<file path="src/rtl/core/rfmd_pkg.sv">
// Package of the reciprocal frequency counter Morse readout: beat types,
// constants and the Morse symbol function. No dependencies.
package rfmd_pkg;

  localparam int unsigned NUM_DIGITS     = 5;
  localparam int unsigned SYMS_PER_DIGIT = 5;
  localparam int unsigned QUEUE_DEPTH    = 2;

  // Divider: dividend is a constant, divisor is always at least 2^15 - 1,
  // so the quotient fits in 17 bits and the top 15 dividend bits seed it.
  localparam int unsigned QUOT_BITS      = 17;
  localparam logic [31:0] FREQ_NUMERATOR = 32'd2592000000;
  localparam logic [15:0] FREQ_OFFSET    = 16'd10000;
  localparam logic [15:0] CW_SHIFT       = 16'd7;

  // x / 10 == (x * 0xCCCD) >> 19 for every 16-bit x
  localparam logic [15:0] DIV10_MUL   = 16'hCCCD;
  localparam int unsigned DIV10_SHIFT = 19;

  localparam logic [7:0] MORSE_BIAS  = 8'd6;
  localparam logic [7:0] MORSE_LIMIT = 8'd250;

  localparam logic [2:0] GAP_SYMBOL = 3'd1;
  localparam logic [2:0] GAP_DIGIT  = 3'd3;
  localparam logic [2:0] GAP_WORD   = 3'd7;

  localparam logic [2:0] LAST_POS = 3'(NUM_DIGITS - 1);
  localparam logic [2:0] LAST_SYM = 3'(SYMS_PER_DIGIT - 1);

  typedef struct packed {
    logic [7:0] start_count;
    logic [7:0] coarse_count;
    logic [7:0] end_count;
  } rfmd_in_t;

  typedef struct packed {
    logic [15:0] frequency_code;
    logic [2:0]  digit_position;
    logic [3:0]  digit_value;
    logic        is_dah;
    logic [2:0]  gap_units;
    logic        last_symbol;
  } rfmd_out_t;

  // Classified measurement: period word and the bit kept aside
  typedef struct packed {
    logic [15:0] word;
    logic        kept;
  } rfmd_work_t;

  // Converted measurement: code and its decimal digits, index 0 most significant
  typedef struct packed {
    logic [15:0]                  code;
    logic [NUM_DIGITS-1:0][3:0]   digit;
  } rfmd_digits_t;

  // Symbol i of digit d is a dit when (d - 6 - i) mod 256 exceeds 250
  function automatic logic morse_is_dah(input logic [3:0] d, input logic [2:0] i);
    logic [7:0] biased;
    biased = {4'b0, d} - MORSE_BIAS - {5'b0, i};
    return !(biased > MORSE_LIMIT);
  endfunction

endpackage

</file>
<file path="src/rtl/core/rfmd_front.sv">
// Front stage: forms the period word from the three counter samples and
// pushes it into the work queue. Depends on rfmd_pkg.
module rfmd_front (
  input  logic                 push,
  output logic                 full,
  input  rfmd_pkg::rfmd_in_t   meas_i,
  output logic                 wr_valid_o,
  output rfmd_pkg::rfmd_work_t wr_data_o,
  input  logic                 q_full_i
);
  import rfmd_pkg::*;

  logic [7:0] fine;
  logic [7:0] crs;
  logic [7:0] crs_adj;
  logic [5:0] crs_sh;

  // Sample differences, borrow correction and coarse scaling
  always_comb begin
    fine    = meas_i.end_count - meas_i.start_count;
    crs     = meas_i.coarse_count - meas_i.start_count;
    crs_adj = fine[7] ? crs - 8'd1 : crs;
    crs_sh  = crs_adj[7:2];
  end

  // Halve, set bit 15, subtract one
  assign wr_data_o.word = {1'b1, 2'b00, crs_sh, fine[7:1]} - 16'd1;
  assign wr_data_o.kept = fine[0];

  assign full       = q_full_i;
  assign wr_valid_o = push && !q_full_i;

endmodule

</file>
<file path="src/rtl/core/rfmd_queue.sv">
// Small work queue between front and back stages.
// Depends on rfmd_pkg.
module rfmd_queue #(
  parameter int unsigned Depth = rfmd_pkg::QUEUE_DEPTH
) (
  input  logic                 clk_i,
  input  logic                 rst_ni,
  input  logic                 wr_valid_i,
  input  rfmd_pkg::rfmd_work_t wr_data_i,
  output logic                 full_o,
  output logic                 rd_valid_o,
  input  logic                 rd_ready_i,
  output rfmd_pkg::rfmd_work_t rd_data_o
);
  import rfmd_pkg::*;

  localparam int unsigned PtrW = (Depth > 1) ? $clog2(Depth) : 1;
  localparam int unsigned CntW = $clog2(Depth + 1);
  localparam logic [PtrW-1:0] LastPtr = PtrW'(Depth - 1);
  localparam logic [CntW-1:0] DepthCnt = CntW'(Depth);

  rfmd_work_t            mem_q [Depth];
  logic [PtrW-1:0]       wr_ptr_q, wr_ptr_d;
  logic [PtrW-1:0]       rd_ptr_q, rd_ptr_d;
  logic [CntW-1:0]       count_q, count_d;
  logic                  do_wr, do_rd;

  assign full_o     = (count_q == DepthCnt);
  assign rd_valid_o = (count_q != '0);
  assign rd_data_o  = mem_q[rd_ptr_q];
  assign do_wr      = wr_valid_i && !full_o;
  assign do_rd      = rd_ready_i && rd_valid_o;

  // Pointer and fill count update
  always_comb begin
    wr_ptr_d = wr_ptr_q;
    rd_ptr_d = rd_ptr_q;
    count_d  = count_q;
    if (do_wr) begin
      wr_ptr_d = (wr_ptr_q == LastPtr) ? '0 : wr_ptr_q + PtrW'(1);
    end
    if (do_rd) begin
      rd_ptr_d = (rd_ptr_q == LastPtr) ? '0 : rd_ptr_q + PtrW'(1);
    end
    if (do_wr && !do_rd) begin
      count_d = count_q + CntW'(1);
    end else if (do_rd && !do_wr) begin
      count_d = count_q - CntW'(1);
    end
  end

  always_ff @(posedge clk_i or negedge rst_ni) begin
    if (!rst_ni) begin
      wr_ptr_q <= '0;
      rd_ptr_q <= '0;
      count_q  <= '0;
    end else begin
      wr_ptr_q <= wr_ptr_d;
      rd_ptr_q <= rd_ptr_d;
      count_q  <= count_d;
    end
  end

  // Entry storage
  always_ff @(posedge clk_i) begin
    if (do_wr) begin
      mem_q[wr_ptr_q] <= wr_data_i;
    end
  end

endmodule

</file>
<file path="src/rtl/core/rfmd_div.sv">
// Back stage, part one: restoring divider for the frequency code and a
// digit splitter using a reciprocal multiply. Depends on rfmd_pkg.
module rfmd_div (
  input  logic                   clk_i,
  input  logic                   rst_ni,
  input  logic                   cw_shift_i,
  input  logic                   work_valid_i,
  input  rfmd_pkg::rfmd_work_t   work_i,
  output logic                   work_ready_o,
  output logic                   res_valid_o,
  output rfmd_pkg::rfmd_digits_t res_o,
  input  logic                   res_take_i
);
  import rfmd_pkg::*;

  localparam logic [2:0] ST_IDLE  = 3'd0;
  localparam logic [2:0] ST_DIV   = 3'd1;
  localparam logic [2:0] ST_CODE  = 3'd2;
  localparam logic [2:0] ST_DIGIT = 3'd3;
  localparam logic [2:0] ST_DONE  = 3'd4;

  localparam int unsigned StepW = $clog2(QUOT_BITS);
  localparam logic [StepW-1:0] LastStep = StepW'(QUOT_BITS - 1);

  logic [2:0]               state_q, state_d;
  logic [15:0]              divisor_q;
  logic                     kept_q;
  logic [15:0]              rem_q;
  logic [QUOT_BITS-1:0]     quot_q;
  logic [QUOT_BITS-1:0]     num_q;
  logic [StepW-1:0]         step_q;
  logic [15:0]              val_q;
  logic [15:0]              code_q;
  logic [2:0]               dpos_q;
  logic [NUM_DIGITS-1:0][3:0] digit_q;

  logic [16:0] rem_sh;
  logic        rem_ge;
  logic [16:0] rem_sub;
  logic [31:0] prod;
  logic [15:0] quo10;
  logic [15:0] rem10;
  logic [15:0] shift_amt;

  // One quotient bit per cycle
  always_comb begin
    rem_sh  = {rem_q, num_q[QUOT_BITS-1]};
    rem_ge  = (rem_sh >= {1'b0, divisor_q});
    rem_sub = rem_sh - {1'b0, divisor_q};
  end

  // One decimal digit per cycle
  always_comb begin
    prod      = val_q * DIV10_MUL;
    quo10     = 16'(prod >> DIV10_SHIFT);
    rem10     = val_q - ({quo10[12:0], 3'b000} + {quo10[14:0], 1'b0});
    shift_amt = cw_shift_i ? CW_SHIFT : 16'd0;
  end

  always_comb begin
    state_d = state_q;
    case (state_q)
      ST_IDLE:  if (work_valid_i) state_d = ST_DIV;
      ST_DIV:   if (step_q == LastStep) state_d = ST_CODE;
      ST_CODE:  state_d = ST_DIGIT;
      ST_DIGIT: if (dpos_q == '0) state_d = ST_DONE;
      ST_DONE:  if (res_take_i) state_d = ST_IDLE;
      default:  state_d = ST_IDLE;
    endcase
  end

  always_ff @(posedge clk_i or negedge rst_ni) begin
    if (!rst_ni) begin
      state_q <= ST_IDLE;
    end else begin
      state_q <= state_d;
    end
  end

  // Datapath registers
  always_ff @(posedge clk_i) begin
    case (state_q)
      ST_IDLE: begin
        divisor_q <= work_i.word;
        kept_q    <= work_i.kept;
        rem_q     <= {1'b0, FREQ_NUMERATOR[31:QUOT_BITS]};
        num_q     <= FREQ_NUMERATOR[QUOT_BITS-1:0];
        quot_q    <= '0;
        step_q    <= '0;
      end
      ST_DIV: begin
        rem_q  <= rem_ge ? rem_sub[15:0] : rem_sh[15:0];
        quot_q <= {quot_q[QUOT_BITS-2:0], rem_ge};
        num_q  <= {num_q[QUOT_BITS-2:0], 1'b0};
        step_q <= step_q + StepW'(1);
      end
      ST_CODE: begin
        code_q <= quot_q[15:0] - FREQ_OFFSET - {15'b0, kept_q} - shift_amt;
        val_q  <= quot_q[15:0] - FREQ_OFFSET - {15'b0, kept_q} - shift_amt;
        dpos_q <= LAST_POS;
      end
      ST_DIGIT: begin
        digit_q[dpos_q] <= rem10[3:0];
        val_q           <= quo10;
        dpos_q          <= dpos_q - 3'd1;
      end
      default: begin
      end
    endcase
  end

  assign work_ready_o = (state_q == ST_IDLE);
  assign res_valid_o  = (state_q == ST_DONE);
  assign res_o.code   = code_q;
  assign res_o.digit  = digit_q;

endmodule

</file>
<file path="src/rtl/core/rfmd_morse.sv">
// Back stage, part two: steps through the 25 Morse symbols of a measurement
// and presents each on the result port. Depends on rfmd_pkg.
module rfmd_morse (
  input  logic                   clk_i,
  input  logic                   rst_ni,
  input  logic                   res_valid_i,
  input  rfmd_pkg::rfmd_digits_t res_i,
  output logic                   res_take_o,
  output logic                   empty,
  input  logic                   pop,
  output rfmd_pkg::rfmd_out_t    sym_o
);
  import rfmd_pkg::*;

  logic                       busy_q;
  logic [2:0]                 pos_q;
  logic [2:0]                 sym_q;
  logic [15:0]                code_q;
  logic [NUM_DIGITS-1:0][3:0] digit_q;
  logic                       last;
  logic                       advance;
  logic [3:0]                 cur_digit;

  assign last       = (pos_q == LAST_POS) && (sym_q == LAST_SYM);
  assign advance    = busy_q && pop;
  assign res_take_o = res_valid_i && (!busy_q || (advance && last));
  assign empty      = !busy_q;

  // Symbol sequencer
  always_ff @(posedge clk_i or negedge rst_ni) begin
    if (!rst_ni) begin
      busy_q <= 1'b0;
      pos_q  <= '0;
      sym_q  <= '0;
    end else if (res_take_o) begin
      busy_q <= 1'b1;
      pos_q  <= '0;
      sym_q  <= '0;
    end else if (advance) begin
      if (last) begin
        busy_q <= 1'b0;
      end else if (sym_q == LAST_SYM) begin
        sym_q <= '0;
        pos_q <= pos_q + 3'd1;
      end else begin
        sym_q <= sym_q + 3'd1;
      end
    end
  end

  // Measurement payload; leading digit carries its +1
  always_ff @(posedge clk_i) begin
    if (res_take_o) begin
      code_q  <= res_i.code;
      digit_q <= {res_i.digit[NUM_DIGITS-1:1], res_i.digit[0] + 4'd1};
    end
  end

  // Symbol decode
  always_comb begin
    cur_digit            = digit_q[pos_q];
    sym_o.frequency_code = code_q;
    sym_o.digit_position = pos_q;
    sym_o.digit_value    = cur_digit;
    sym_o.is_dah         = morse_is_dah(cur_digit, sym_q);
    sym_o.last_symbol    = last;
    if (sym_q != LAST_SYM) begin
      sym_o.gap_units = GAP_SYMBOL;
    end else if (pos_q == 3'd0 || pos_q == 3'd3) begin
      sym_o.gap_units = GAP_WORD;
    end else begin
      sym_o.gap_units = GAP_DIGIT;
    end
  end

endmodule

</file>
<file path="src/rtl/core/reciprocal_freq_to_morse_digits_core.sv">
// Reciprocal frequency counter readout: one measurement in, 25 Morse
// symbols of its five-digit frequency code out.
// Depends on rfmd_pkg, rfmd_front, rfmd_queue, rfmd_div, rfmd_morse.
//
// Input side is a queue: a measurement (three counter samples) is taken
// when push is high and full is low. It is classified at once and parked
// in a work queue of QueueDepth entries; full rises only when that queue
// is full. The result side is a queue too: while empty is low the oldest
// symbol is on sym_o and pop takes it. The configuration channel
// (cfg_valid_i/cfg_ready_o/cfg_data_i) writes the CW shift enable bit;
// it is always ready.
// Path: the divider loads the word and forms the 17 quotient bits, the
// code is formed, the five digits are split and the result is handed
// to the symbol sequencer, which then shows the first symbol.
// Throughput: one symbol per cycle while pop is held; the divider of
// the next measurement runs while the current one is sent, and the
// symbol sequencer sets the pace.
// A stalled receiver holds the current symbol; the divider then waits
// with its finished result, and the work queue fills behind it.
// Reset clears all queues and the shift enable bit.
module reciprocal_freq_to_morse_digits_core #(
  parameter int unsigned QueueDepth = rfmd_pkg::QUEUE_DEPTH
) (
  input  logic                clk_i,
  input  logic                rst_ni,
  input  logic                push,
  output logic                full,
  input  rfmd_pkg::rfmd_in_t  meas_i,
  output logic                empty,
  input  logic                pop,
  output rfmd_pkg::rfmd_out_t sym_o,
  input  logic                cfg_valid_i,
  output logic                cfg_ready_o,
  input  logic                cfg_data_i
);
  import rfmd_pkg::*;

  logic         cw_shift_q;
  logic         q_wr_valid;
  rfmd_work_t   q_wr_data;
  logic         q_full;
  logic         q_rd_valid;
  logic         q_rd_ready;
  rfmd_work_t   q_rd_data;
  logic         res_valid;
  logic         res_take;
  rfmd_digits_t res_data;

  // Configuration register
  assign cfg_ready_o = 1'b1;

  always_ff @(posedge clk_i or negedge rst_ni) begin
    if (!rst_ni) begin
      cw_shift_q <= 1'b0;
    end else if (cfg_valid_i && cfg_ready_o) begin
      cw_shift_q <= cfg_data_i;
    end
  end

  rfmd_front u_front (
    .push       (push),
    .full       (full),
    .meas_i     (meas_i),
    .wr_valid_o (q_wr_valid),
    .wr_data_o  (q_wr_data),
    .q_full_i   (q_full)
  );

  rfmd_queue #(
    .Depth (QueueDepth)
  ) u_queue (
    .clk_i      (clk_i),
    .rst_ni     (rst_ni),
    .wr_valid_i (q_wr_valid),
    .wr_data_i  (q_wr_data),
    .full_o     (q_full),
    .rd_valid_o (q_rd_valid),
    .rd_ready_i (q_rd_ready),
    .rd_data_o  (q_rd_data)
  );

  rfmd_div u_div (
    .clk_i        (clk_i),
    .rst_ni       (rst_ni),
    .cw_shift_i   (cw_shift_q),
    .work_valid_i (q_rd_valid),
    .work_i       (q_rd_data),
    .work_ready_o (q_rd_ready),
    .res_valid_o  (res_valid),
    .res_o        (res_data),
    .res_take_i   (res_take)
  );

  rfmd_morse u_morse (
    .clk_i       (clk_i),
    .rst_ni      (rst_ni),
    .res_valid_i (res_valid),
    .res_i       (res_data),
    .res_take_o  (res_take),
    .empty       (empty),
    .pop         (pop),
    .sym_o       (sym_o)
  );

endmodule

</file>
<file path="config.mk">
export PLATFORM = sky130hd
export DESIGN_NAME = reciprocal_freq_to_morse_digits_core
export DESIGN_NICKNAME = d
export VERILOG_FILES = /design/src/rtl/core/rfmd_pkg.sv /design/src/rtl/core/rfmd_front.sv /design/src/rtl/core/rfmd_queue.sv /design/src/rtl/core/rfmd_div.sv /design/src/rtl/core/rfmd_morse.sv /design/src/rtl/core/reciprocal_freq_to_morse_digits_core.sv
export SDC_FILE = /design/constraint.sdc
export NUM_CORES = 1
export LEC_CHECK = 0
export BUFFER_PORTS_ARGS = -buffer_cell sky130_fd_sc_hd__clkbuf_2
export CORE_MARGIN = 2
export CORE_UTILIZATION = 40
export DETAILED_ROUTE_END_ITERATION = 7
export GPL_TIMING_DRIVEN = 1
export SLEW_MARGIN = 20
export SYNTH_ARGS = -nofsm -noshare
export SYNTH_HDL_FRONTEND = slang
export SYNTH_SLANG_ARGS = --single-unit
</file>
<file path="constraint.sdc">
create_clock -name clk_i -period 13.8 [get_ports clk_i]
set_input_delay 2.76 -clock clk_i [delete_from_list [all_inputs] [get_ports clk_i]]
set_output_delay 2.76 -clock clk_i [all_outputs]
set_load 0.03 [all_outputs]
</file>
==> out/metrics.cfg <==
[place]
port_buffers=58
gp_routability_congestion=0.8843
hpwl_mm=22.98
dpl_cell_area_um2=15190
post-place-cells=1751

[global_routing]
antenna_found_initial=0
grt-ovfl-total=0
busiest_layer=met2
grt_pass1_vias=9168
grt_usage=0.1581
use_met1=0.2142
met3_usage=0.02615
grt_max_degree=56
grt_pass1_wl_mm=47.18
grt_use_met2=0.2636

[clock_network]
cts_tree=built
cts_buffers=17
cts_resized=0
cts_max_level=4
cts.path.max_buffers=2
clk_pin_slew_ns=0.08
postCtsSetupRepairBufs=0
clockRootBuffer=clkbuf_16
ctsHoldBuffers=0
clkSinkCount=200
insertion_delay_ns=0.44

[cells_and_area]
drive_gt1_frac=0.1082
layout_common_cells=inv_1 (234), ha_1 (193), edfxtp_1 (185)
antennaDiodeCount=0
fin_nets=1619
post-route-util=0.4456
instances_no_fill=1783
syn_to_final_growth_pct=10.00
final_area_um2=15810
final_common_cell=inv_1

[timing]
worstMarginPinSlew_ns=0.9989
relSlewSlack=0.3279
period_share=0.4770
fin_skew_ns=0.01304
finalCriticalPeriod_ns=6.583
slew_violations=0
rsz0062_at_grt=no
final_hold_viol_count=0
setup_violations=0
fmax_mhz=151.9
fin_setup_tns_ns=0

[detailed_routing]
finalWirelength_mm=28.18
drt_first_pass_iters=5
vias=8793
drc=0
viasPerCell=4.932
ant_nets=0
first_iter_violations=383
wl_per_cell_um=15.80

[logic_synthesis]
synth_cell_types=66
synth_mux_area_frac=0.02403
syn_area_um2=14370
yosys.area_share.simple=0.08226
synth-adder-area-share=0.2892
synth_top_family_by_area=adder cells
synth-compound-area-share=0.07312
yosysWarnings=0
avgSynthCellArea_um2=11.52
synthArstFlopShare=0.07500
ys_seq_elements=200
synth_edf_count=185
synth_xor_area_frac=0.04814
ys.flop_type=edfxtp_1
ys_seq_area_frac=0.4126
syn_inst=1248

[floorplanning]
rows=69
die_x_um=193.6
fp.coreArea_um2=35480
die_h_um=193.6
die_area_um2=37470
ios=61
start_util=0.4051

[worst_setup_path]
path_cells=mux4_2, a21oi_1, inv_1, ha_1, ha_1, or3_1, mux2i_1, a22oi_1, nor2_1, a31oi_1, nor2_1, a31oi_1, or2_2, clkbuf_2
required_ns=11.04
crit_type=reg2out
r2r_setup_slack_ns=7.57
cp-start-kind=flop
worstPathMaxFanout=10
path_buf_inv=2
slowest_stage=dfrtp_1
endpoint_kind=primary output
max_stage_delay_ns=0.59
crit_arrival_ns=3.82
crit_family=simple AND/OR/NAND/NOR gates

[run]
drv_cap=0

[hold_path]
hp-class=reg2reg

[run_status]
status=complete, no violations

[metal layers]
metal / vias up / part of all wire
met2: 143 / 0.48
met1: 4240 / 0.46
met4: 0 / 0.017
li1: 4380 / -
met5: - / 0
met3: 30 / 0.037
[stage by stage]
stage | hold slack (ns) | worst slack [ns]
floorplan | 0.4003 | 7.500
global placement | 0.4016 | 7.748
CTS | 0.4165 | 7.151
global route | 0.4221 | 6.868
detailed placement | 0.4045 | 7.611
finish | 0.4116 | 7.217
[kinds of logic after synthesis]
group | count (synthesis)
adders and majority gates | 280
buffers and inverters | 258
and+or+nand+nor | 244
DFF | 200
AOI/OAI and AO/OA | 159
xor gates and xnor gates | 79
muxes | 27
other | 1
[area by class of cell]
type	count	area (um2)
fill	3289	19670
multi-input combinational	791	7478
sequential	200	5931
inverter	235	882.1
tap	461	576.8
clock buffer	17	425.4
timing repair buffer	64	335.3
clock inverter	15	182.7
[state kept, by name (all words and copies together) (netlist names), 3 cells and up]
signal,count
u_queue.mem_q,34
u_div.num_q,6
u_morse.sym_q,3
u_div.quot_q,16
u_div.state_q,3
u_div.step_q,5
u_div.val_q,16
u_div.rem_q,16
u_div.code_q,16
u_morse.digit_q,20
u_div.dpos_q,3
u_morse.pos_q,3
u_div.divisor_q,16
u_div.res_o,20
u_morse.code_q,16
[cell usage after synthesis, drive strengths merged, types with 2 or more instances]
library cell	count	area, um2
a21o	14	105.1
a21oi	45	240.2
xnor2	46	402.9
mux2	20	225.2
nor3	14	70.07
and3	16	100.1
buf	9	77.57
o21a	8	60.06
and3b	2	17.52
mux2i	3	30.03
clkbuf	14	52.55
a31oi	9	56.30
a211oi	7	57.55
o211ai	8	60.06
and4	2	18.77
o21bai	6	45.04
nand2b	10	62.56
o21ai	35	175.2
ha	193	2415
nand4	5	31.28
xor2	33	289.0
and2	8	50.05
or3	5	31.28
fa	87	1742
or2	4	25.02
nor2b	7	51.30
mux4	4	90.09
nand2	60	225.2
o31ai	10	75.07
nor2	73	274.0
o22ai	2	12.51
inv	235	882.1
dfrtp	15	375.4
edfxtp	185	5555
nand3	24	120.1
nor4	8	56.30
a221oi	2	23.77
nand3b	3	22.52
[worst register-to-register path: stages, from the launching register on]
cell and delay, ns:
edfxtp_1 0.50, ha_1 0.40, inv_1 0.09, fa_1 0.55, inv_1 0.06, fa_1 0.52
fa_1 0.52, fa_1 0.54, inv_1 0.06, fa_1 0.53, inv_1 0.04, ha_1 0.30
and3_1 0.22, and3b_1 0.20, o31ai_1 0.22, nand3_1 0.16, nor3_1 0.33, o31ai_1 0.18
a21oi_1 0.29, mux2i_1 0.22, nor2_1 0.06
[final timing paths]
kind                                   from                 end  cells past startpoint
setup / recovery           u_morse.pos_q[0]            sym_o[4]                     14
hold / removal               u_div.res_o[8]  u_morse.digit_q[8]                      0
setup reg to reg             u_div.val_q[7]     u_div.val_q[12]                     20
hold reg to reg              u_div.res_o[8]  u_morse.digit_q[8]                      0
max in group asynchronous            rst_ni    u_div.state_q[0]                      1
min in group asynchronous            rst_ni    u_morse.sym_q[1]                      1
Power is left out: the tool's default activity adds up to more than one toggle a clock period on the data nets, which glitch-free logic cannot reach.
